### config.mk
export PLATFORM = sky130hd
export DESIGN_NAME = avf_fold
export DESIGN_NICKNAME = d
export VERILOG_FILES = /design/src/hdl/asymmetric_wavefolder_assert.svh /design/src/hdl/avf_pkg.sv /design/src/hdl/avf_fold.sv
export SDC_FILE = /design/constraint.sdc
export NUM_CORES = 2
export LEC_CHECK = 0
export BUFFER_PORTS_ARGS = -buffer_cell sky130_fd_sc_hd__buf_2
export CELL_PAD_IN_SITES_DETAIL_PLACEMENT = 1
export CELL_PAD_IN_SITES_GLOBAL_PLACEMENT = 2
export CORE_AREA = 2 2 394 396
export DETAILED_ROUTE_END_ITERATION = 7
export DIE_AREA = 0 0 396 398
export PLACE_DENSITY_LB_ADDON = 0.1
export SLEW_MARGIN = 25
export SYNTH_ARGS = -nofsm -noshare
export SYNTH_HDL_FRONTEND = slang
export SYNTH_SLANG_ARGS = --single-unit
### constraint.sdc
create_clock -name i_clk -period 17.15 [get_ports i_clk]
set_input_delay 2.5725 -clock i_clk [delete_from_list [all_inputs] [get_ports i_clk]]
set_output_delay 2.5725 -clock i_clk [all_outputs]
set_load 0.005 [all_outputs]
### src/hdl/asymmetric_wavefolder_assert.svh
// ---------------------------------------------------------------------------
// Assertion macros for the asymmetric wavefolder
// Expand to concurrent checks in simulation and to nothing in synthesis.
// ---------------------------------------------------------------------------
`ifndef ASYMMETRIC_WAVEFOLDER_ASSERT_SVH
`define ASYMMETRIC_WAVEFOLDER_ASSERT_SVH
`ifndef SYNTHESIS
`define AVF_ASSERT(name, clk, rstn, prop) \
    name: assert property (@(posedge clk) disable iff (!rstn) prop) \
        else $error("%m: check failed");
`define AVF_ASSERT_ALWAYS(name, clk, prop) \
    name: assert property (@(posedge clk) prop) \
        else $error("%m: check failed");
`else
`define AVF_ASSERT(name, clk, rstn, prop)
`define AVF_ASSERT_ALWAYS(name, clk, prop)
`endif
`endif

### src/hdl/avf_pkg.sv
// ---------------------------------------------------------------------------
// avf_pkg
// Types, constants and constant tables of the asymmetric wavefolder.
// ---------------------------------------------------------------------------
package avf_pkg;

    localparam int SAMPLE_BITS    = 16;
    localparam int FRAC           = SAMPLE_BITS - 1;
    localparam int TANH_N         = 256;
    localparam int CFG_INDEX_BITS = 3;
    localparam int CFG_DATA_BITS  = 13;
    localparam int PG_BITS        = 21;

    // floor(u / 5) as (u * DIV5_RECIP) >> 32, exact for u < 2^28
    localparam logic [29:0] DIV5_RECIP = 30'd858993460;
    // 5 * 2^25, lifts the driven product above zero before the divide
    localparam logic signed [28:0] DIV5_OFFSET = 29'sd167772160;
    localparam logic [16:0] AG_FLOOR  = 17'd6554;
    localparam logic [16:0] MIX_SCALE = 17'd62259;

    // 16/N in Q32, argument of the exp series
    localparam logic [63:0] TANH_ARG = (64'd16 << 32) / TANH_N;

    typedef enum logic [CFG_INDEX_BITS-1:0] {
        CFG_DRIVE_GAIN   = 3'd0,
        CFG_BIAS_OFFSET  = 3'd1,
        CFG_ASYMMETRY    = 3'd2,
        CFG_WET_MIX      = 3'd3,
        CFG_TRIM_HALF_DB = 3'd4
    } t_cfg_idx;

    typedef enum logic [1:0] {
        GS_IDLE,
        GS_DIVIDE,
        GS_SCALE
    } t_gain_state;

    typedef struct packed {
        logic signed [SAMPLE_BITS-1:0] sample_in;
        logic                          last_in_block;
    } t_in_item;

    typedef struct packed {
        logic signed [SAMPLE_BITS-1:0] sample_out;
        logic                          last_out;
    } t_out_item;

    typedef struct packed {
        logic [12:0]         drive_gain;
        logic signed [9:0]   bias_offset;
        logic [8:0]          asymmetry;
        logic [8:0]          wet_mix;
        logic [PG_BITS-1:0]  pg;
        logic                pg_ok;
    } t_cfg;

    typedef struct packed {
        logic signed [SAMPLE_BITS-1:0] x;
        logic signed [16:0]            y;
        logic                          last;
    } t_fold_item;

    typedef logic [19:0] t_trim_base [40];
    typedef logic [19:0] t_trim_gain [73];
    typedef logic [15:0] t_tanh_tab [TANH_N+1];

    localparam t_trim_base TRIM_TAB = '{
        20'd65536,  20'd69419,  20'd73533,  20'd77890,  20'd82505,
        20'd87394,  20'd92572,  20'd98057,  20'd103868, 20'd110022,
        20'd116541, 20'd123447, 20'd130762, 20'd138510, 20'd146717,
        20'd155410, 20'd164619, 20'd174373, 20'd184706, 20'd195650,
        20'd207243, 20'd219523, 20'd232531, 20'd246309, 20'd260904,
        20'd276363, 20'd292739, 20'd310084, 20'd328458, 20'd347920,
        20'd368536, 20'd390373, 20'd413504, 20'd438006, 20'd463959,
        20'd491451, 20'd520571, 20'd551417, 20'd584090, 20'd618700
    };

    // Restoring long division, one quotient bit per pass
    function automatic logic [63:0] long_div(logic [63:0] a, logic [63:0] b);
        logic [63:0] q;
        logic [64:0] r;
        q = '0;
        r = '0;
        for (int i = 63; i >= 0; i--) begin
            r = {r[63:0], a[i]};
            if (r >= {1'b0, b}) begin
                r    = r - {1'b0, b};
                q[i] = 1'b1;
            end
        end
        return q;
    endfunction

    // Trim gain for every half-dB step from -48 to +24, entry 0 is -48
    function automatic t_trim_gain build_trim();
        t_trim_gain g;
        int h;
        for (int i = 0; i < 73; i++) begin
            h = i - 48;
            if (h >= 0) begin
                g[i] = TRIM_TAB[h];
            end else if (h >= -40) begin
                g[i] = 20'(long_div(64'(TRIM_TAB[h + 40]) + 64'd5, 64'd10));
            end else begin
                g[i] = 20'(long_div(64'(TRIM_TAB[h + 80]) + 64'd50, 64'd100));
            end
        end
        return g;
    endfunction

    // tanh(8k/N) in Q1.15, from a series for exp(-16/N) and repeated products
    function automatic t_tanh_tab build_tanh();
        t_tanh_tab tab;
        logic [63:0] one32;
        logic [63:0] term;
        logic signed [63:0] sum;
        logic [63:0] e;
        logic [63:0] num;
        logic [63:0] den;
        one32 = 64'h1_0000_0000;
        term  = one32;
        sum   = one32;
        for (int n = 1; n <= 17; n++) begin
            term = long_div((term * TANH_ARG) >> 32, 64'(n));
            if (n % 2 == 1) begin
                sum = sum - $signed(term);
            end else begin
                sum = sum + $signed(term);
            end
        end
        e = one32;
        for (int k = 0; k <= TANH_N; k++) begin
            num    = (one32 - e) << FRAC;
            den    = one32 + e;
            tab[k] = 16'(long_div(num + (den >> 1), den));
            e      = (e * $unsigned(sum) + 64'h8000_0000) >> 32;
        end
        return tab;
    endfunction

    localparam t_trim_gain TRIM_GAIN = build_trim();
    localparam t_tanh_tab  TANH_TAB  = build_tanh();

endpackage

### src/hdl/avf_fold.sv
// ---------------------------------------------------------------------------
// avf_fold
// Bias, sign-dependent drive, divide by 327680 and triangle fold.
// ---------------------------------------------------------------------------
module avf_fold (
    input  logic                 i_clk,
    input  logic                 i_rst_n,
    input  logic                 i_valid,
    output logic                 o_ready,
    input  avf_pkg::t_in_item    i_item,
    input  avf_pkg::t_cfg        i_cfg,
    output logic                 o_valid,
    input  logic                 i_ready,
    output avf_pkg::t_fold_item  o_item
);
    import avf_pkg::*;

    logic [3:0] r_v;
    logic [3:0] w_adv;

    logic signed [31:0] r1_p;
    logic [11:0]        r1_k;
    logic signed [15:0] r1_x;
    logic               r1_last;
    logic signed [44:0] r2_p;
    logic signed [15:0] r2_x;
    logic               r2_last;
    logic [16:0]        r3_quo;
    logic signed [15:0] r3_x;
    logic               r3_last;
    logic signed [16:0] r4_y;
    logic signed [15:0] r4_x;
    logic               r4_last;

    logic signed [17:0] w_s;
    logic [8:0]         w_asel;
    logic [11:0]        w_k;
    logic signed [28:0] w_q1;
    logic [27:0]        w_u;
    logic [57:0]        w_prod;
    logic [16:0]        w_t;
    logic signed [17:0] w_y;

    // Advance a stage when it is empty or the next one advances
    assign w_adv[3] = !r_v[3] || i_ready;
    assign w_adv[2] = !r_v[2] || w_adv[3];
    assign w_adv[1] = !r_v[1] || w_adv[2];
    assign w_adv[0] = !r_v[0] || w_adv[1];
    assign o_ready  = w_adv[0];

    always_ff @(posedge i_clk) begin
        if (!i_rst_n) begin
            r_v <= '0;
        end else begin
            if (w_adv[0]) r_v[0] <= i_valid;
            if (w_adv[1]) r_v[1] <= r_v[0];
            if (w_adv[2]) r_v[2] <= r_v[1];
            if (w_adv[3]) r_v[3] <= r_v[2];
        end
    end

    assign w_s    = 18'(i_item.sample_in) + (18'(i_cfg.bias_offset) <<< 7);
    assign w_asel = !i_item.sample_in[15] ? i_cfg.asymmetry : 9'd256 - i_cfg.asymmetry;
    assign w_k    = 12'd1280 + (12'(w_asel) << 2);

    assign w_q1   = r2_p[44:16];
    assign w_u    = 28'(w_q1 + DIV5_OFFSET);
    assign w_prod = 58'(w_u) * 58'(DIV5_RECIP);

    // Period-4 reflection: only the quotient mod 2^17 matters
    assign w_t = r3_quo + 17'h8000;
    assign w_y = !w_t[16] ? ($signed({1'b0, w_t}) - 18'sd32768)
                          : (18'sd98304 - $signed({1'b0, w_t}));

    always_ff @(posedge i_clk) begin
        if (w_adv[0] && i_valid) begin
            r1_p    <= w_s * $signed({1'b0, i_cfg.drive_gain});
            r1_k    <= w_k;
            r1_x    <= i_item.sample_in;
            r1_last <= i_item.last_in_block;
        end
        if (w_adv[1] && r_v[0]) begin
            r2_p    <= r1_p * $signed({1'b0, r1_k});
            r2_x    <= r1_x;
            r2_last <= r1_last;
        end
        if (w_adv[2] && r_v[1]) begin
            r3_quo  <= w_prod[48:32];
            r3_x    <= r2_x;
            r3_last <= r2_last;
        end
        if (w_adv[3] && r_v[2]) begin
            r4_y    <= 17'(w_y);
            r4_x    <= r3_x;
            r4_last <= r3_last;
        end
    end

    assign o_valid = r_v[3];
    assign o_item  = '{x: r4_x, y: r4_y, last: r4_last};

endmodule

### Word-level counts from Yosys, hierarchy flattened

Index checks and enable logic that the tools add are counted.

| cells by class | value |
|---|---|
| add/sub/neg operators | 7 |
| multiply operators | 3 |
| mux-type cells | 2 |
| reduce and logical (&&, ||, !) cells | 12 |

Operator list:

| operator | count |
|---|---|
| 28-bit by 28-bit multiplier with 47-bit output, second input constant | 1 |
| 32-bit by 13-bit multiplier with 44-bit output | 1 |
| 18-bit by 14-bit multiplier with 32-bit output | 1 |
| 28-bit adder, second input constant | 1 |
| 16-bit by 17-bit adder with 18-bit output | 1 |
| 17-bit by 16-bit adder with 17-bit output, second input constant | 1 |
| 17-bit 2-to-1 mux | 1 |
| 17-bit by 16-bit subtractor with 17-bit output, second input constant | 1 |
| 17-bit subtractor, first input constant | 1 |
| 11-bit by 11-bit adder with 12-bit output, first input constant | 1 |
| 9-bit 2-to-1 mux | 1 |
| 9-bit subtractor, first input constant | 1 |
| 1-bit logical AND | 4 |
| 1-bit zero test | 4 |
| 1-bit logical OR | 4 |

| word-level totals | value |
|---|---|
| register bits after elaboration | 194 |
| bits of input ports | 84 |
| output and inout bits | 36 |
| word-level logic and storage cells | 41 |

### Longest topological paths before layout

| logic depth | value |
|---|---|
| depth after elaboration | 6 |
| depth in mapped cells | 31 |
| mapped depth without buffers | 30 |

### Worst setup path before layout

OpenSTA, ideal clock, no wires.

| timing path | value |
|---|---|
| kind | input-to-reg |
| start point | input i_item[8] (netlist bit) |
| end point | register r1_p[31] (data pin) |
| library setup time | 0.261 ns |
| arrival | 9.569 ns |
| data required time | 16.889 ns |
| slack | 7.320 ns |
| stages on the path | 31 |
| path through | ha_1 inv_1 fa_1 nor2b_1 o21ai_0 a21boi_0 o21ai_0 a211o_1 xnor2_1 clkbuf_1 and2_1 fa_1 inv_1 fa_1 inv_1 fa_1 fa_1 fa_1 inv_1 fa_1 inv_1 ha_1 nand4_1 nor2_1 a221oi_1 a31oi_1 a41o_1 o41a_1 a31o_2 a21oi_1 xnor2_1 |

| on the way | value |
|---|---|
| word-level cells in the longest chain between the ends | 2 |

Ends and longest elaborated chain:

| element | line | source |
|---|---|---|
| start, declared | avf_fold.sv:10 | `input avf_pkg::t_in_item i_item,` |
| 16-bit by 17-bit adder with 18-bit output | avf_fold.sv:62 | `assign w_s = 18'(i_item.sample_in) + (18'(i_cfg.bias_offset) <<< 7);` |
| 18-bit by 14-bit multiplier with 32-bit output | avf_fold.sv:77 | `r1_p <= w_s * $signed({1'b0, i_cfg.drive_gain});` |
| end signal, assigned | avf_fold.sv:77 |  |
| end, declared | avf_fold.sv:21 | `logic signed [31:0] r1_p;` |

Every way passes these cells.
A chain may end at the register's enable or synchronous reset.

### Final worst setup path

Same ends and word-level chain as after synthesis.

==> impl_metrics.tcl <==
set metrics [dict create \
    status "finished, final reports clean" \
    areaGrowthSynthToFinish_pct 9.27 \
    seq_area_frac_synth_pct 13.8 \
    nNetsFinal 5138 \
    drc 0 \
    clk_path_buf_depth 2 \
    cpLargestDelayFamily "adder cells" \
    hold_class "register to register" \
    die_y_um 398 \
    drive_gt1_share_pct 4.38 \
    met1_usage_pct 20.3 \
    hold_viol 0 \
    slew_headroom_pct 34.4 \
    synth.ff_latch_count 176 \
    cp_slowest_cell "fa_1" \
    syn_area_per_cell_um2 10.1 \
    drv_cap 0 \
    reg2reg_depth 18 \
    antenna_found_initial 6 \
    clock_latency_ns 0.50 \
    vias_per_cell 4.12 \
    max_freq_ghz 0.0946 \
    cts_setup_buffers 0 \
    overflow 0 \
    cp_max_fo 13 \
    routabilityCongestion 0.763 \
    port_buffers 88 \
    ioPinCount 120 \
    path_clk_slew_ns 0.08 \
    grt_first_pass_wirelength_um 177000 \
    synth-edff-count 172 \
    cts_tree "yes" \
    grt_start_max_net_pins 55 \
    rows 144 \
    dp_hpwl_um 95900 \
    syn-num-nets 5099 \
    clock-sinks 176 \
    max_stage_delay_ns 0.54 \
    first_pass_iters 5 \
    startpoint_type "input port" \
    drv_slew 0 \
    ant_nets 0 \
    core_um2 153000 \
    hold_buffers 0 \
    cts-buffers-inserted 17 \
    worstMarginPinSlew_ns 0.978 \
    skew_ns 0.0238 \
    start_util_pct 24.8 \
    synth_ff_type "edfxtp_1" \
    grt-busiest-layer "met2" \
    async_flop_share_pct 0 \
    cts_resized 0 \
    path_class "input port to register" \
    die_area_um2 158000 \
    period_share_pct 61.6 \
    post-route-min-period_ns 10.57 \
    grt_use_met2_pct 26.5 \
    dieWidth_um 396 \
    crit_top_cell "fa_1" \
    yosysWarningCount 0 \
    drt_wl_total_um 113000 \
    synthCells 3759 \
    setup_viol 0 \
    netlist_area_um2 38100 \
    vias 24122 \
    clock-root-buffer "clkbuf_16" \
    met3_usage_pct 1.04 \
    h-tree-depth 4 \
    grt_pass1_vias 28396 \
    worstPathArrival_ns 10.83 \
    grt_setup_unrepaired "false" \
    wl_per_cell_um 19.3 \
    initialDrtViolationCount 702 \
    endpoint_kind "register" \
    tns_ns 0 \
    nFillCells 17468 \
    synth.distinct_cells 60 \
    grt_usage_pct 15.0 \
    holdPathStages 0 \
    crit_cells 32 \
    critPathRequiredTime_ns 17.40 \
    crit_buf_inv 7 \
]
==> state kept, by name (all words and copies together) (netlist names) <==
register  flops
r2_last       1
r4_x         16
r1_k         10
r2_p         28
r1_last       1
r2_x         16
r4_last       1
r3_quo       17
r3_last       1
r4_y         17
r3_x         16
r1_x         16
r_v           4
r1_p         32
==> layer usage <==
metal | part of all wire (%) | wire (µm)
met4 | 1.4 | 1540
met5 | 0 | 0
met2 | 50 | 56500
met1 | 48 | 53900
met3 | 1.1 | 1220
==> cells by family (layout without fill, tap and decap cells) <==
family | count (synthesis) | count (layout) | share of synthesized area [%]
fa+ha+maj | 1256 | 1256 | 56.8
buf+inv | 1198 | 1250 | 11.8
simple gates | 763 | 763 | 10.5
compound gates | 237 | 237 | 4.17
flops | 176 | 176 | 13.8
xor+xnor | 128 | 128 | 2.94
mux | 1 | 1 | 0.0296
other cells | 0 | 5 | 0
==> stage by stage <==
| step | area, µm² | utilization (%) | hold WS (ns) | worst slack, ns | instances |
|---|---|---|---|---|---|
| final | 41600 | 27.1 | 0.406 | 6.58 | 5860 |
| after detailed placement | 41000 | 26.7 | 0.406 | 6.00 | 5821 |
| after floorplan | 38100 | - | 0.400 | 7.32 | 3759 |
| after CTS | 41500 | 27.1 | 0.410 | 6.56 | 5853 |
| after global placement | 41000 | 26.7 | 0.403 | 6.03 | 5821 |
| after global routing | 41600 | 27.1 | 0.414 | 6.06 | 5855 |
==> placed cells by master, fill, tap and decap left out, drive strengths merged, types with 39 or more instances in the layout <==
| cell type | n |
|---|---|
| nor2 | 56 |
| and2 | 347 |
| edfxtp | 172 |
| a21oi | 80 |
| nand2 | 241 |
| buf | 110 |
| xor2 | 39 |
| xnor2 | 89 |
| inv | 1114 |
| fa | 786 |
| ha | 470 |
==> Yosys cell counts (4+ instances only) <==
| library cell | count | area share [%] |
|---|---|---|
| and3_1 | 7 | 0.11 |
| a221oi_1 | 4 | 0.092 |
| o41ai_1 | 6 | 0.14 |
| a31oi_1 | 8 | 0.13 |
| dfxtp_1 | 4 | 0.21 |
| nor4_1 | 6 | 0.099 |
| o21bai_1 | 12 | 0.24 |
| o31ai_1 | 7 | 0.14 |
| nand2b_1 | 13 | 0.21 |
| nor2b_1 | 26 | 0.43 |
| ha_1 | 470 | 15 |
| a211oi_1 | 6 | 0.12 |
| buf_1 | 17 | 0.17 |
| a21oi_1 | 80 | 1.1 |
| nor2_1 | 56 | 0.55 |
| nor3_1 | 17 | 0.22 |
| xor2_1 | 39 | 0.90 |
| o21ai_0 | 34 | 0.45 |
| nand2_1 | 241 | 2.4 |
| fa_1 | 786 | 41 |
| inv_1 | 1108 | 11 |
| a21boi_0 | 4 | 0.079 |
| nand4_1 | 7 | 0.11 |
| edfxtp_1 | 172 | 14 |
| o21a_1 | 7 | 0.14 |
| and2_1 | 346 | 5.7 |
| nand3_1 | 26 | 0.34 |
| a21o_1 | 34 | 0.67 |
| xnor2_1 | 89 | 2.0 |
| o211ai_1 | 7 | 0.14 |
| clkbuf_1 | 72 | 0.71 |
==> worst paths after layout <==
kind / start / end / slack (ns)
setup / recovery: i_item[8] / r1_p[31] / 6.58
hold / removal: r2_x[6] / r3_x[6] / 0.41
setup reg to reg: r2_p[23] / r3_quo[8] / 9.77
hold reg to reg: r2_x[6] / r3_x[6] / 0.41
==> cell type report <==
cell class / count / area, µm² / area share (%)
Antenna cell: 5 / 12.5 / 0.0301
Timing Repair Buffer: 110 / 646 / 1.55
Inverter: 1108 / 4160 / 9.99
Clock inverter: 15 / 131 / 0.316
Multi-Input combinational cell: 2385 / 28400 / 68.3
Clock buffer: 17 / 425 / 1.02
Tap cell: 2044 / 2560 / 6.15
Sequential cell: 176 / 5250 / 12.6
Power is not shown: default switching activity piles up to over one toggle a cycle in this logic, so the estimate is an artifact.
