`src/hdl/asymmetric_wavefolder_assert.svh`:
```
// ---------------------------------------------------------------------------
// Assertion macros for the asymmetric wavefolder
// Expand to concurrent checks in simulation and to nothing in synthesis.
// ---------------------------------------------------------------------------
`ifndef ASYMMETRIC_WAVEFOLDER_ASSERT_SVH
`define ASYMMETRIC_WAVEFOLDER_ASSERT_SVH
`ifndef SYNTHESIS
`define AVF_ASSERT(name, clk, rstn, prop) \
    name: assert property (@(posedge clk) disable iff (!rstn) prop) \
        else $error("%m: check failed");
`define AVF_ASSERT_ALWAYS(name, clk, prop) \
    name: assert property (@(posedge clk) prop) \
        else $error("%m: check failed");
`else
`define AVF_ASSERT(name, clk, rstn, prop)
`define AVF_ASSERT_ALWAYS(name, clk, prop)
`endif
`endif

```
`src/hdl/avf_pkg.sv`:
```
// ---------------------------------------------------------------------------
// avf_pkg
// Types, constants and constant tables of the asymmetric wavefolder.
// ---------------------------------------------------------------------------
package avf_pkg;

    localparam int SAMPLE_BITS    = 16;
    localparam int FRAC           = SAMPLE_BITS - 1;
    localparam int TANH_N         = 256;
    localparam int CFG_INDEX_BITS = 3;
    localparam int CFG_DATA_BITS  = 13;
    localparam int PG_BITS        = 21;

    // floor(u / 5) as (u * DIV5_RECIP) >> 32, exact for u < 2^28
    localparam logic [29:0] DIV5_RECIP = 30'd858993460;
    // 5 * 2^25, lifts the driven product above zero before the divide
    localparam logic signed [28:0] DIV5_OFFSET = 29'sd167772160;
    localparam logic [16:0] AG_FLOOR  = 17'd6554;
    localparam logic [16:0] MIX_SCALE = 17'd62259;

    // 16/N in Q32, argument of the exp series
    localparam logic [63:0] TANH_ARG = (64'd16 << 32) / TANH_N;

    typedef enum logic [CFG_INDEX_BITS-1:0] {
        CFG_DRIVE_GAIN   = 3'd0,
        CFG_BIAS_OFFSET  = 3'd1,
        CFG_ASYMMETRY    = 3'd2,
        CFG_WET_MIX      = 3'd3,
        CFG_TRIM_HALF_DB = 3'd4
    } t_cfg_idx;

    typedef enum logic [1:0] {
        GS_IDLE,
        GS_DIVIDE,
        GS_SCALE
    } t_gain_state;

    typedef struct packed {
        logic signed [SAMPLE_BITS-1:0] sample_in;
        logic                          last_in_block;
    } t_in_item;

    typedef struct packed {
        logic signed [SAMPLE_BITS-1:0] sample_out;
        logic                          last_out;
    } t_out_item;

    typedef struct packed {
        logic [12:0]         drive_gain;
        logic signed [9:0]   bias_offset;
        logic [8:0]          asymmetry;
        logic [8:0]          wet_mix;
        logic [PG_BITS-1:0]  pg;
        logic                pg_ok;
    } t_cfg;

    typedef struct packed {
        logic signed [SAMPLE_BITS-1:0] x;
        logic signed [16:0]            y;
        logic                          last;
    } t_fold_item;

    typedef logic [19:0] t_trim_base [40];
    typedef logic [19:0] t_trim_gain [73];
    typedef logic [15:0] t_tanh_tab [TANH_N+1];

    localparam t_trim_base TRIM_TAB = '{
        20'd65536,  20'd69419,  20'd73533,  20'd77890,  20'd82505,
        20'd87394,  20'd92572,  20'd98057,  20'd103868, 20'd110022,
        20'd116541, 20'd123447, 20'd130762, 20'd138510, 20'd146717,
        20'd155410, 20'd164619, 20'd174373, 20'd184706, 20'd195650,
        20'd207243, 20'd219523, 20'd232531, 20'd246309, 20'd260904,
        20'd276363, 20'd292739, 20'd310084, 20'd328458, 20'd347920,
        20'd368536, 20'd390373, 20'd413504, 20'd438006, 20'd463959,
        20'd491451, 20'd520571, 20'd551417, 20'd584090, 20'd618700
    };

    // Restoring long division, one quotient bit per pass
    function automatic logic [63:0] long_div(logic [63:0] a, logic [63:0] b);
        logic [63:0] q;
        logic [64:0] r;
        q = '0;
        r = '0;
        for (int i = 63; i >= 0; i--) begin
            r = {r[63:0], a[i]};
            if (r >= {1'b0, b}) begin
                r    = r - {1'b0, b};
                q[i] = 1'b1;
            end
        end
        return q;
    endfunction

    // Trim gain for every half-dB step from -48 to +24, entry 0 is -48
    function automatic t_trim_gain build_trim();
        t_trim_gain g;
        int h;
        for (int i = 0; i < 73; i++) begin
            h = i - 48;
            if (h >= 0) begin
                g[i] = TRIM_TAB[h];
            end else if (h >= -40) begin
                g[i] = 20'(long_div(64'(TRIM_TAB[h + 40]) + 64'd5, 64'd10));
            end else begin
                g[i] = 20'(long_div(64'(TRIM_TAB[h + 80]) + 64'd50, 64'd100));
            end
        end
        return g;
    endfunction

    // tanh(8k/N) in Q1.15, from a series for exp(-16/N) and repeated products
    function automatic t_tanh_tab build_tanh();
        t_tanh_tab tab;
        logic [63:0] one32;
        logic [63:0] term;
        logic signed [63:0] sum;
        logic [63:0] e;
        logic [63:0] num;
        logic [63:0] den;
        one32 = 64'h1_0000_0000;
        term  = one32;
        sum   = one32;
        for (int n = 1; n <= 17; n++) begin
            term = long_div((term * TANH_ARG) >> 32, 64'(n));
            if (n % 2 == 1) begin
                sum = sum - $signed(term);
            end else begin
                sum = sum + $signed(term);
            end
        end
        e = one32;
        for (int k = 0; k <= TANH_N; k++) begin
            num    = (one32 - e) << FRAC;
            den    = one32 + e;
            tab[k] = 16'(long_div(num + (den >> 1), den));
            e      = (e * $unsigned(sum) + 64'h8000_0000) >> 32;
        end
        return tab;
    endfunction

    localparam t_trim_gain TRIM_GAIN = build_trim();
    localparam t_tanh_tab  TANH_TAB  = build_tanh();

endpackage

```
`src/hdl/avf_gain.sv`:
```
// ---------------------------------------------------------------------------
// avf_gain
// Configuration registers and the serial divider for the post gain.
// ---------------------------------------------------------------------------
`include "asymmetric_wavefolder_assert.svh"

module avf_gain (
    input  logic                                i_clk,
    input  logic                                i_rst_n,
    input  logic                                i_cfg_valid,
    input  logic [avf_pkg::CFG_INDEX_BITS-1:0]  i_cfg_index,
    input  logic [avf_pkg::CFG_DATA_BITS-1:0]   i_cfg_data,
    output avf_pkg::t_cfg                       o_cfg
);
    import avf_pkg::*;

    logic [12:0]        r_drive;
    logic signed [9:0]  r_bias;
    logic [8:0]         r_asym;
    logic [8:0]         r_wet;
    logic signed [6:0]  r_trim;
    t_gain_state        r_state, n_state;
    logic [4:0]         r_cnt, n_cnt;
    logic [12:0]        r_rem, n_rem;
    logic [25:0]        r_quo, n_quo;
    logic [PG_BITS-1:0] r_pg, n_pg;
    logic               r_pg_ok, n_pg_ok;

    logic               w_restart;
    logic signed [9:0]  w_bias;
    logic signed [6:0]  w_trim;
    logic [13:0]        w_den;
    logic [25:0]        w_num;
    logic [13:0]        w_trial;
    logic [16:0]        w_ag;
    logic [36:0]        w_prod;
    logic [6:0]         w_tidx;

    assign w_bias = $signed(i_cfg_data[9:0]);
    assign w_trim = $signed(i_cfg_data[6:0]);

    // Clamp each register into its range on write
    always_ff @(posedge i_clk) begin
        if (!i_rst_n) begin
            r_drive <= 13'd256;
            r_bias  <= '0;
            r_asym  <= '0;
            r_wet   <= 9'd256;
            r_trim  <= '0;
        end else if (i_cfg_valid) begin
            case (t_cfg_idx'(i_cfg_index))
                CFG_DRIVE_GAIN: begin
                    r_drive <= (i_cfg_data < 13'd26) ? 13'd26 :
                               ((i_cfg_data > 13'd5120) ? 13'd5120 : i_cfg_data);
                end
                CFG_BIAS_OFFSET: begin
                    r_bias <= (w_bias < -10'sd256) ? -10'sd256 :
                              ((w_bias > 10'sd256) ? 10'sd256 : w_bias);
                end
                CFG_ASYMMETRY: begin
                    r_asym <= (i_cfg_data[8:0] > 9'd256) ? 9'd256 : i_cfg_data[8:0];
                end
                CFG_WET_MIX: begin
                    r_wet <= (i_cfg_data[8:0] > 9'd256) ? 9'd256 : i_cfg_data[8:0];
                end
                CFG_TRIM_HALF_DB: begin
                    r_trim <= (w_trim < -7'sd48) ? -7'sd48 :
                              ((w_trim > 7'sd24) ? 7'sd24 : w_trim);
                end
                default: begin
                end
            endcase
        end
    end

    assign w_restart = i_cfg_valid &&
                       ((i_cfg_index == CFG_DRIVE_GAIN) || (i_cfg_index == CFG_TRIM_HALF_DB));

    assign w_den   = 14'(r_drive) + 14'd256;
    assign w_num   = 26'h200_0000 + 26'(w_den >> 1);
    assign w_trial = {r_rem, w_num[r_cnt]};
    assign w_ag    = (r_quo < 26'(AG_FLOOR)) ? AG_FLOOR : r_quo[16:0];
    assign w_tidx  = 7'(r_trim + 7'sd48);
    assign w_prod  = 37'(w_ag) * 37'(TRIM_GAIN[w_tidx]) + 37'd32768;

    always_ff @(posedge i_clk) begin
        if (!i_rst_n) begin
            r_state <= GS_IDLE;
            r_cnt   <= '0;
            r_rem   <= '0;
            r_quo   <= '0;
            r_pg    <= PG_BITS'(65536);
            r_pg_ok <= 1'b1;
        end else begin
            r_state <= n_state;
            r_cnt   <= n_cnt;
            r_rem   <= n_rem;
            r_quo   <= n_quo;
            r_pg    <= n_pg;
            r_pg_ok <= n_pg_ok;
        end
    end

    // Restoring divide of 2^25 + d/2 by d, one quotient bit per cycle, then the trim gain scale
    always_comb begin
        n_state = r_state;
        n_cnt   = r_cnt;
        n_rem   = r_rem;
        n_quo   = r_quo;
        n_pg    = r_pg;
        n_pg_ok = r_pg_ok;
        case (r_state)
            GS_IDLE: begin
            end
            GS_DIVIDE: begin
                if (w_trial >= w_den) begin
                    n_rem = 13'(w_trial - w_den);
                    n_quo = {r_quo[24:0], 1'b1};
                end else begin
                    n_rem = w_trial[12:0];
                    n_quo = {r_quo[24:0], 1'b0};
                end
                n_cnt = r_cnt - 5'd1;
                if (r_cnt == 5'd0) begin
                    n_state = GS_SCALE;
                end
            end
            GS_SCALE: begin
                n_pg    = w_prod[36:16];
                n_pg_ok = 1'b1;
                n_state = GS_IDLE;
            end
            default: begin
                n_state = GS_IDLE;
            end
        endcase
        if (w_restart) begin
            n_state = GS_DIVIDE;
            n_cnt   = 5'd25;
            n_rem   = '0;
            n_quo   = '0;
            n_pg_ok = 1'b0;
        end
    end

    assign o_cfg = '{
        drive_gain:  r_drive,
        bias_offset: r_bias,
        asymmetry:   r_asym,
        wet_mix:     r_wet,
        pg:          r_pg,
        pg_ok:       r_pg_ok
    };

    `AVF_ASSERT_ALWAYS(a_reset_gain_ready, i_clk, (!i_rst_n) |=> r_pg_ok)
    `AVF_ASSERT(a_busy_not_ready, i_clk, i_rst_n, (r_state != GS_IDLE) |-> !r_pg_ok)
    `AVF_ASSERT(a_drive_restart, i_clk, i_rst_n, (i_cfg_valid && i_cfg_index == CFG_DRIVE_GAIN) |=> (r_state == GS_DIVIDE))

endmodule

```
`config.mk`:
```
export PLATFORM = sky130hd
export DESIGN_NAME = avf_gain
export DESIGN_NICKNAME = d
export VERILOG_FILES = /design/src/hdl/avf_pkg.sv /design/src/hdl/avf_gain.sv
export VERILOG_INCLUDE_DIRS = /design/src /design/src/hdl
export SDC_FILE = /design/constraint.sdc
export NUM_CORES = 1
export LEC_CHECK = 0
export BUFFER_PORTS_ARGS = -buffer_cell sky130_fd_sc_hd__buf_2
export CELL_PAD_IN_SITES_DETAIL_PLACEMENT = 1
export CELL_PAD_IN_SITES_GLOBAL_PLACEMENT = 2
export CORE_MARGIN = 3
export CORE_UTILIZATION = 39
export DETAILED_ROUTE_END_ITERATION = 10
export GPL_TIMING_DRIVEN = 0
export PLACE_DENSITY_LB_ADDON = 0.05
export RECOVER_POWER = 100
export SLEW_MARGIN = 25
export SYNTH_ARGS = -nofsm -noshare
export SYNTH_HDL_FRONTEND = slang
export SYNTH_SLANG_ARGS = --single-unit
```
`constraint.sdc`:
```
create_clock -name i_clk -period 11.22 [get_ports i_clk]
set_clock_uncertainty 0.05 [all_clocks]
set_input_delay 0.561 -clock i_clk [delete_from_list [all_inputs] [get_ports i_clk]]
set_output_delay 0.561 -clock i_clk [all_outputs]
set_load 0.02 [all_outputs]
```
Word-level counts from Yosys, hierarchy flattened
Memories as Yosys holds them, arrays and structs flattened.
Cells that the tools add are included.
{"block": "op_classes", "n_eq_ne": 9, "bitwise": 3, "magnitude_cmp": 11, "muxes": 21, "addsub": 6, "multipliers": 1, "reduce_logical": 15}
{"cell": "20-bit two-way mux", "count": 2}
{"cell": "13-bit two-way mux", "count": 3}
{"cell": "37-bit by 16-bit adder with 37-bit output (second input constant)", "count": 1}
{"cell": "17-bit by 20-bit multiplier with 37-bit output", "count": 1}
{"cell": "26-bit by 13-bit adder with 26-bit output (first input constant)", "count": 1}
{"cell": "26-bit by 13-bit less-than comparator with 1-bit output (second input constant)", "count": 1}
{"cell": "10-bit two-way mux", "count": 2}
{"cell": "17-bit two-way mux", "count": 1}
{"cell": "13-bit by 9-bit adder with 14-bit output (second input constant)", "count": 1}
{"cell": "14-bit greater-or-equal comparator", "count": 1}
{"cell": "7-bit two-way mux", "count": 2}
{"cell": "2-bit AND reduction", "count": 7}
{"cell": "13-bit > comparator (second input constant)", "count": 1}
{"cell": "13-bit by 5-bit less-than comparator with 1-bit output (second input constant)", "count": 1}
{"cell": "13-bit subtractor", "count": 1}
{"cell": "10-bit > comparator (second input constant)", "count": 1}
{"cell": "10-bit by 9-bit less-than comparator with 1-bit output (second input constant)", "count": 1}
{"cell": "5-bit two-way mux", "count": 2}
{"cell": "9-bit > comparator (second input constant)", "count": 1}
{"cell": "9-bit two-way mux", "count": 1}
{"cell": "8-bit greater-or-equal comparator (second input constant)", "count": 1}
{"cell": "7-bit NOT with 8-bit output", "count": 1}
{"cell": "7-bit adder (second input constant)", "count": 1}
{"cell": "7-bit by 6-bit > comparator with 1-bit output (second input constant)", "count": 1}
{"cell": "22 further kinds", "count": 30}
{"block": "totals", "mem_count": 1, "ff_bits": 116, "inputBits": 19, "rom_bits": 2560, "out_inout_bits": 63, "word_cells": 80}
{"memory": "(name not given)", "depth": 128, "width": 20, "read_ports": 1, "rd_clocked_by_memory_dff": 0, "wr": 0, "line_no": "avf_gain.sv:84", "text": "assign w_prod = 37'(w_ag) * 37'(TRIM_GAIN[w_tidx]) + 37'd32768;"}

Longest topological paths before layout
{"block": "depth", "depth_word": 7, "mapped_depth": 35, "depth_no_buf": 33}

Least setup slack after synthesis
No wires, ideal clock.
{"block": "synth_path", "path_kind": "register -> register", "from": "reg r_trim[4]", "to": "reg r_pg[6]", "path_buffers": 6, "required_ps": 11054, "path_stages_with_launch": 32, "setup_ps": 116, "arrival_ps": 7776, "synth_period_minus_slack_ps": 7941, "setup_slack_ps": 3279, "path_cell_list": "dfxtp_1 -> clkbuf_1 -> inv_1 -> clkbuf_1 -> ha_1 -> clkbuf_1 -> clkbuf_1 -> clkbuf_1 -> o21ai_0 -> a41oi_1 -> buf_2 -> nor2_1 -> fa_1 -> inv_1 -> fa_1 -> fa_1 -> inv_1 -> fa_1 -> fa_1 -> inv_1 -> fa_1 -> inv_1 -> ha_1 -> and3_1 -> o211ai_1 -> a21oi_1 -> a211o_1 -> a31o_2 -> a21o_1 -> a21oi_2 -> mux2i_1 -> a31o_1"}
{"block": "synth_via", "elab_chain_cells": 7}
{"element": "start: declaration", "line_no": "avf_gain.sv:21", "text": "logic signed [6:0] r_trim;"}
{"element": "start signal: assignment", "line_no": "avf_gain.sv:67", "text": "r_trim <= (w_trim < -7'sd48) ? -7'sd48 :"}
{"element": "7-bit adder", "line_no": "avf_gain.sv:83", "text": "assign w_tidx = 7'(r_trim + 7'sd48);"}
{"element": "7-bit NOT with 8-bit output (not written as such)", "line_no": "avf_gain.sv:84"}
{"element": "memory 128 x 20 bit"}
{"element": "20-bit two-way mux (not written as such) (2 in series)", "line_no": "avf_gain.sv:84"}
{"element": "17-bit by 20-bit multiplier with 37-bit output", "line_no": "avf_gain.sv:84"}
{"element": "37-bit by 16-bit adder with 37-bit output", "line_no": "avf_gain.sv:84"}
{"element": "end signal: assignment", "line_no": "avf_gain.sv:99", "text": "r_pg <= n_pg;"}
{"element": "end: declaration", "line_no": "avf_gain.sv:26", "text": "logic [PG_BITS-1:0] r_pg, n_pg;"}
Every way passes these cells. The select of a mux whose other input is x is not followed.
A chain may end at the register's enable or synchronous reset.

Worst setup path after layout
{"block": "layout_path", "from": "reg r_trim[4]", "to": "reg r_pg[9]"}
The elaborated chain is that of the path after synthesis.

==> results.md <==
| Step | Metric | Value |
|:---|:---|:---|
| outcome | Run status | finished, final reports clean |
| route | Remaining antenna violation count | 0 |
| timing | Post-route setup TNS | 0 ns |
| placement | Final HPWL DP | 51800 um |
| cells and area | Ant. Diodes | 0 |
| cells and area | Register area | 2320 sq um |
| route | First-iteration detailed-routing DRC count | 1069 |
| run | Number of max-capacitance violations reported | 0 |
| timing | Slew headroom | 24.3% |
| placement | Port Buffers | 79 |
| power and ir drop | Peak supply drop | 266 uV |
| die | Floorplan die width | 216 um |
| route | Routed vias/inst | 5.55 |
| global routing | Wire length of the first global-routing pass | 102000 um |
| cells and area | Number of nets in the final layout | 2673 |
| die | Chip height | 216 um |
| route | Total Wirelength | 63900 um |
| die | Core area | 43500 sq um |
| yosys | Distinct cell type count of the synthesized netlist | 68 |
| worst setup path | Data required time at the worst endpoint | 11.55 ns |
| die | Count of standard-cell rows | 76 |
| worst setup path | Category of the worst setup path launch point | register |
| cts | CTS Root Buffer Type | sky130_fd_sc_hd__clkbuf_16 |
| yosys | Share of synthesized registers carrying an async set or reset | 0% |
| yosys | Post-Synthesis Mean Instance Area | 8.00 sq um |
| cts | Clock tree from TritonCTS | yes |
| yosys | Count of state elements after synthesis | 116 |
| worst setup path | Max FO, Critical Path | 10 |
| cells and area | Proportion of layout cells with a drive suffix above 1 | 4.10% |
| worst setup path | Data arrival, critical path | 11.11 ns |
| timing | Count of final max-slew check failures | 0 |
| timing | Shortest clock period the worst path allows after layout | 10.78 ns |
| route | First-pass iteration count of the detailed router | 5 |
| timing | Transition time at the pin with the least slew margin | 1.13 ns |
| yosys | Post-synth EDFFs | 0 |
| route | Number of DRC violations after detailed routing | 0 |
| route | Average wire length per cell after detail routing | 22.4 um |
| power and ir drop | Power Dens Cells | 156 nW/um^2 |
| power and ir drop | Standby leakage power | 0.00872 uW |
| cells and area | Area of the multi-input gates | 13400 sq um |
| cts | Resize count post-CTS | 0 |
| yosys | Summed instance area of the synthesized netlist | 17300 sq um |
| worst setup path | Setup CP Type | reg2reg |
| timing | Period Utilization, post-route | 96.1% |
| cells and area | Final-layout fill cell count | 5377 |
| global routing | Sum of overflow across all layers after global routing | 0 |
| route | Count of vias placed by the detailed router | 15800 |
| worst setup path | Worst path max stage delay | 0.85 ns |
| global routing | Global routing usage summed across all routing layers | 28.1% |
| yosys | Post-synthesis net count | 2575 |
| global routing | Largest net degree at the start of global routing | 17 |
| yosys | YS warnings | 0 |
| worst setup path | Worst path most repeated cell | sky130_fd_sc_hd__fa_1 |
| placement | Post-DP Area | 18400 sq um |
| cells and area | Area of all placed cells without fillers | 18900 sq um |
| global routing | Initial antenna violation count | 2 |
| cts | Hold-fix buffers at CTS | 0 |
| die | I/O pin count | 82 |
| hold path | Worst min path class | in2reg |
| cells and area | Post-synthesis to final-layout area growth | 9.53% |
| yosys | Sequential area share after synthesis | 13.4% |
| cts | Maximum root-to-sink buffer count | 2 |
| die | Initial Utilization | 39.8% |
| cts | Sinks on Clock Net | 116 |
| cts | Worst skew pair latency | 0.44 ns |
| placement | Placer's final routability congestion estimate | 0.900 |
| die | Floorplan die area | 46900 sq um |
| global routing | Number of global-route vias before repair | 17400 |
| cts | CTS H-tree lvls | 4 |
| cts | Setup Buffers After CTS | 0 |
| yosys | Ys flop type | sky130_fd_sc_hd__dfxtp_1 |
| cts | Clock transition at the registers of the reported paths | 0.07 ns |
| timing | Final hold viol count | 0 |
| timing | RSZ-0062 raised after global routing | no |
| worst setup path | Worst setup EP type | register |
| worst setup path | Cell type of the slowest stage on the worst timing path | sky130_fd_sc_hd__a32oi_1 |
| yosys | Gate count of the mapped netlist | 2159 |
| timing | Achievable Freq | 92.7 MHz |
| cts | CTS Buf Count | 17 |
| timing | Final number of setup-violating endpoints | 0 |
layout by cell type (no fill, tap or decap), types with 12 or more instances in the layout:
cell type / instances
sky130_fd_sc_hd__and3_1: 12
sky130_fd_sc_hd__inv_1: 301
sky130_fd_sc_hd__xnor2_1: 19
sky130_fd_sc_hd__nor2_1: 243
sky130_fd_sc_hd__o211ai_1: 13
sky130_fd_sc_hd__clkbuf_1: 154
sky130_fd_sc_hd__nand3_1: 35
sky130_fd_sc_hd__buf_2: 30
sky130_fd_sc_hd__ha_1: 156
sky130_fd_sc_hd__dfxtp_1: 116
sky130_fd_sc_hd__nand2b_1: 58
sky130_fd_sc_hd__a21oi_1: 149
sky130_fd_sc_hd__nor2b_1: 47
sky130_fd_sc_hd__a21o_1: 24
sky130_fd_sc_hd__o21ai_0: 79
sky130_fd_sc_hd__mux2i_1: 16
sky130_fd_sc_hd__clkbuf_16: 17
sky130_fd_sc_hd__fa_1: 241
sky130_fd_sc_hd__a22oi_1: 15
sky130_fd_sc_hd__and2_1: 26
sky130_fd_sc_hd__nand2_1: 266
sky130_fd_sc_hd__a211oi_1: 18
sky130_fd_sc_hd__nor3_1: 25
routing by layer:
| metal | routed length [um] | vias up | global-route usage [%] | part of all wire, % |
|---|---|---|---|---|
| li1 | - | 7226 | - | - |
| met1 | 28000 | 8087 | 36.9 | 44 |
| met2 | 30600 | 422 | 48.2 | 48 |
| met3 | 3100 | 103 | 3.84 | 4.8 |
| met4 | 2210 | 2 | 9.02 | 3.5 |
| met5 | 20 | - | 0 | 0.031 |
Yosys cell counts, types with 7 or more instances:
library cell,number,area [sq um]
sky130_fd_sc_hd__and3_1,12,75.1
sky130_fd_sc_hd__or3_1,9,56.3
sky130_fd_sc_hd__a22oi_1,15,113
sky130_fd_sc_hd__nand2b_1,58,363
sky130_fd_sc_hd__nor3_1,25,125
sky130_fd_sc_hd__a31oi_1,13,81.3
sky130_fd_sc_hd__mux2i_1,16,160
sky130_fd_sc_hd__clkbuf_1,84,315
sky130_fd_sc_hd__nor4_1,9,56.3
sky130_fd_sc_hd__a21o_1,24,180
sky130_fd_sc_hd__and2_1,27,169
sky130_fd_sc_hd__xor2_1,11,96.3
sky130_fd_sc_hd__a221oi_1,9,78.8
sky130_fd_sc_hd__a211oi_1,18,135
sky130_fd_sc_hd__o21a_1,10,75.1
sky130_fd_sc_hd__nand2_1,266,998
sky130_fd_sc_hd__fa_1,241,4820
sky130_fd_sc_hd__xnor2_1,19,166
sky130_fd_sc_hd__o21ai_0,78,390
sky130_fd_sc_hd__buf_2,19,95.1
sky130_fd_sc_hd__nand3b_1,7,52.6
sky130_fd_sc_hd__buf_1,12,45.0
sky130_fd_sc_hd__o211ai_1,13,97.6
sky130_fd_sc_hd__or2_2,11,68.8
sky130_fd_sc_hd__ha_1,156,1950
sky130_fd_sc_hd__inv_1,301,1130
sky130_fd_sc_hd__nand3_1,35,175
sky130_fd_sc_hd__nor2_1,243,912
sky130_fd_sc_hd__nor2b_1,47,294
sky130_fd_sc_hd__nand4_1,11,68.8
sky130_fd_sc_hd__dfxtp_1,116,2320
sky130_fd_sc_hd__a21oi_1,148,741
per-stage QoR:
step	hold slack, ns	power [uW]	setup WS, ns	cells	util [%]
after CTS	0.357	2990	0.576	2856	43.8
final	0.379	2960	0.435	2855	43.5
after global routing	0.402	3250	0.0661	2855	43.5
after floorplan	0.382	1740	3.28	2159	-
after global placement	0.392	2380	0.503	2823	42.4
after detailed placement	0.396	2420	0.624	2824	42.4
kinds of logic (layout without fill, tap and decap cells):
group	count (synthesis)	after routing	share of synthesized area, %
XOR/XNOR	31	31	1.62
AND/OR/NAND/NOR	773	773	20.4
flip-flops	116	116	13.4
multiplexers	20	20	1.38
adder cells (fa/ha/maj)	397	397	39.2
buffers and inverters	418	529	9.26
AO/OA/AOI/OAI	404	404	14.7
sequential cells by signal (all words and copies together) (netlist names):
register and count:
r_asym 9, r_bias 10, r_cnt 5, r_drive 13, r_pg 21, r_pg_ok 1, r_quo 26, r_rem 13
r_state 2, r_trim 7, r_wet 9
final timing paths:
path                       to  slack, ns  depth (start not counted)           start
setup / recovery      r_pg[9]       0.44                         29       r_trim[4]
hold / removal    r_drive[12]       0.38                          3  i_cfg_data[12]
setup reg to reg      r_pg[9]       0.44                         29       r_trim[4]
hold reg to reg     r_asym[0]       0.41                          2       r_asym[0]
where the power goes:
group          total (uW)  internal, uW  switching, uW
registers             431           422           9.36
logic                1980           674           1300
clock network         552           327            224
total                2960          1420           1540
worst max-delay path: cells and delay by family (launching register included):
family	cells	cell delay [ns]
DFF	1	0.31
adders and majority gates	8	3.91
and+or+nand+nor	9	2.22
buffers and inverters	9	2.43
AOI/OAI and AO/OA	3	1.78
cell type report:
class	count	share of cell area (%)
well taps	585	3.87
flip-flops and latches	116	12.3
clock inverters	15	0.833
repair buffers	80	1.70
inverters	301	5.97
plain buffers	116	2.45
multi-input cells	1625	70.7
clock buffers	17	2.25
Note: power is estimated with default switching activity, not from simulation.
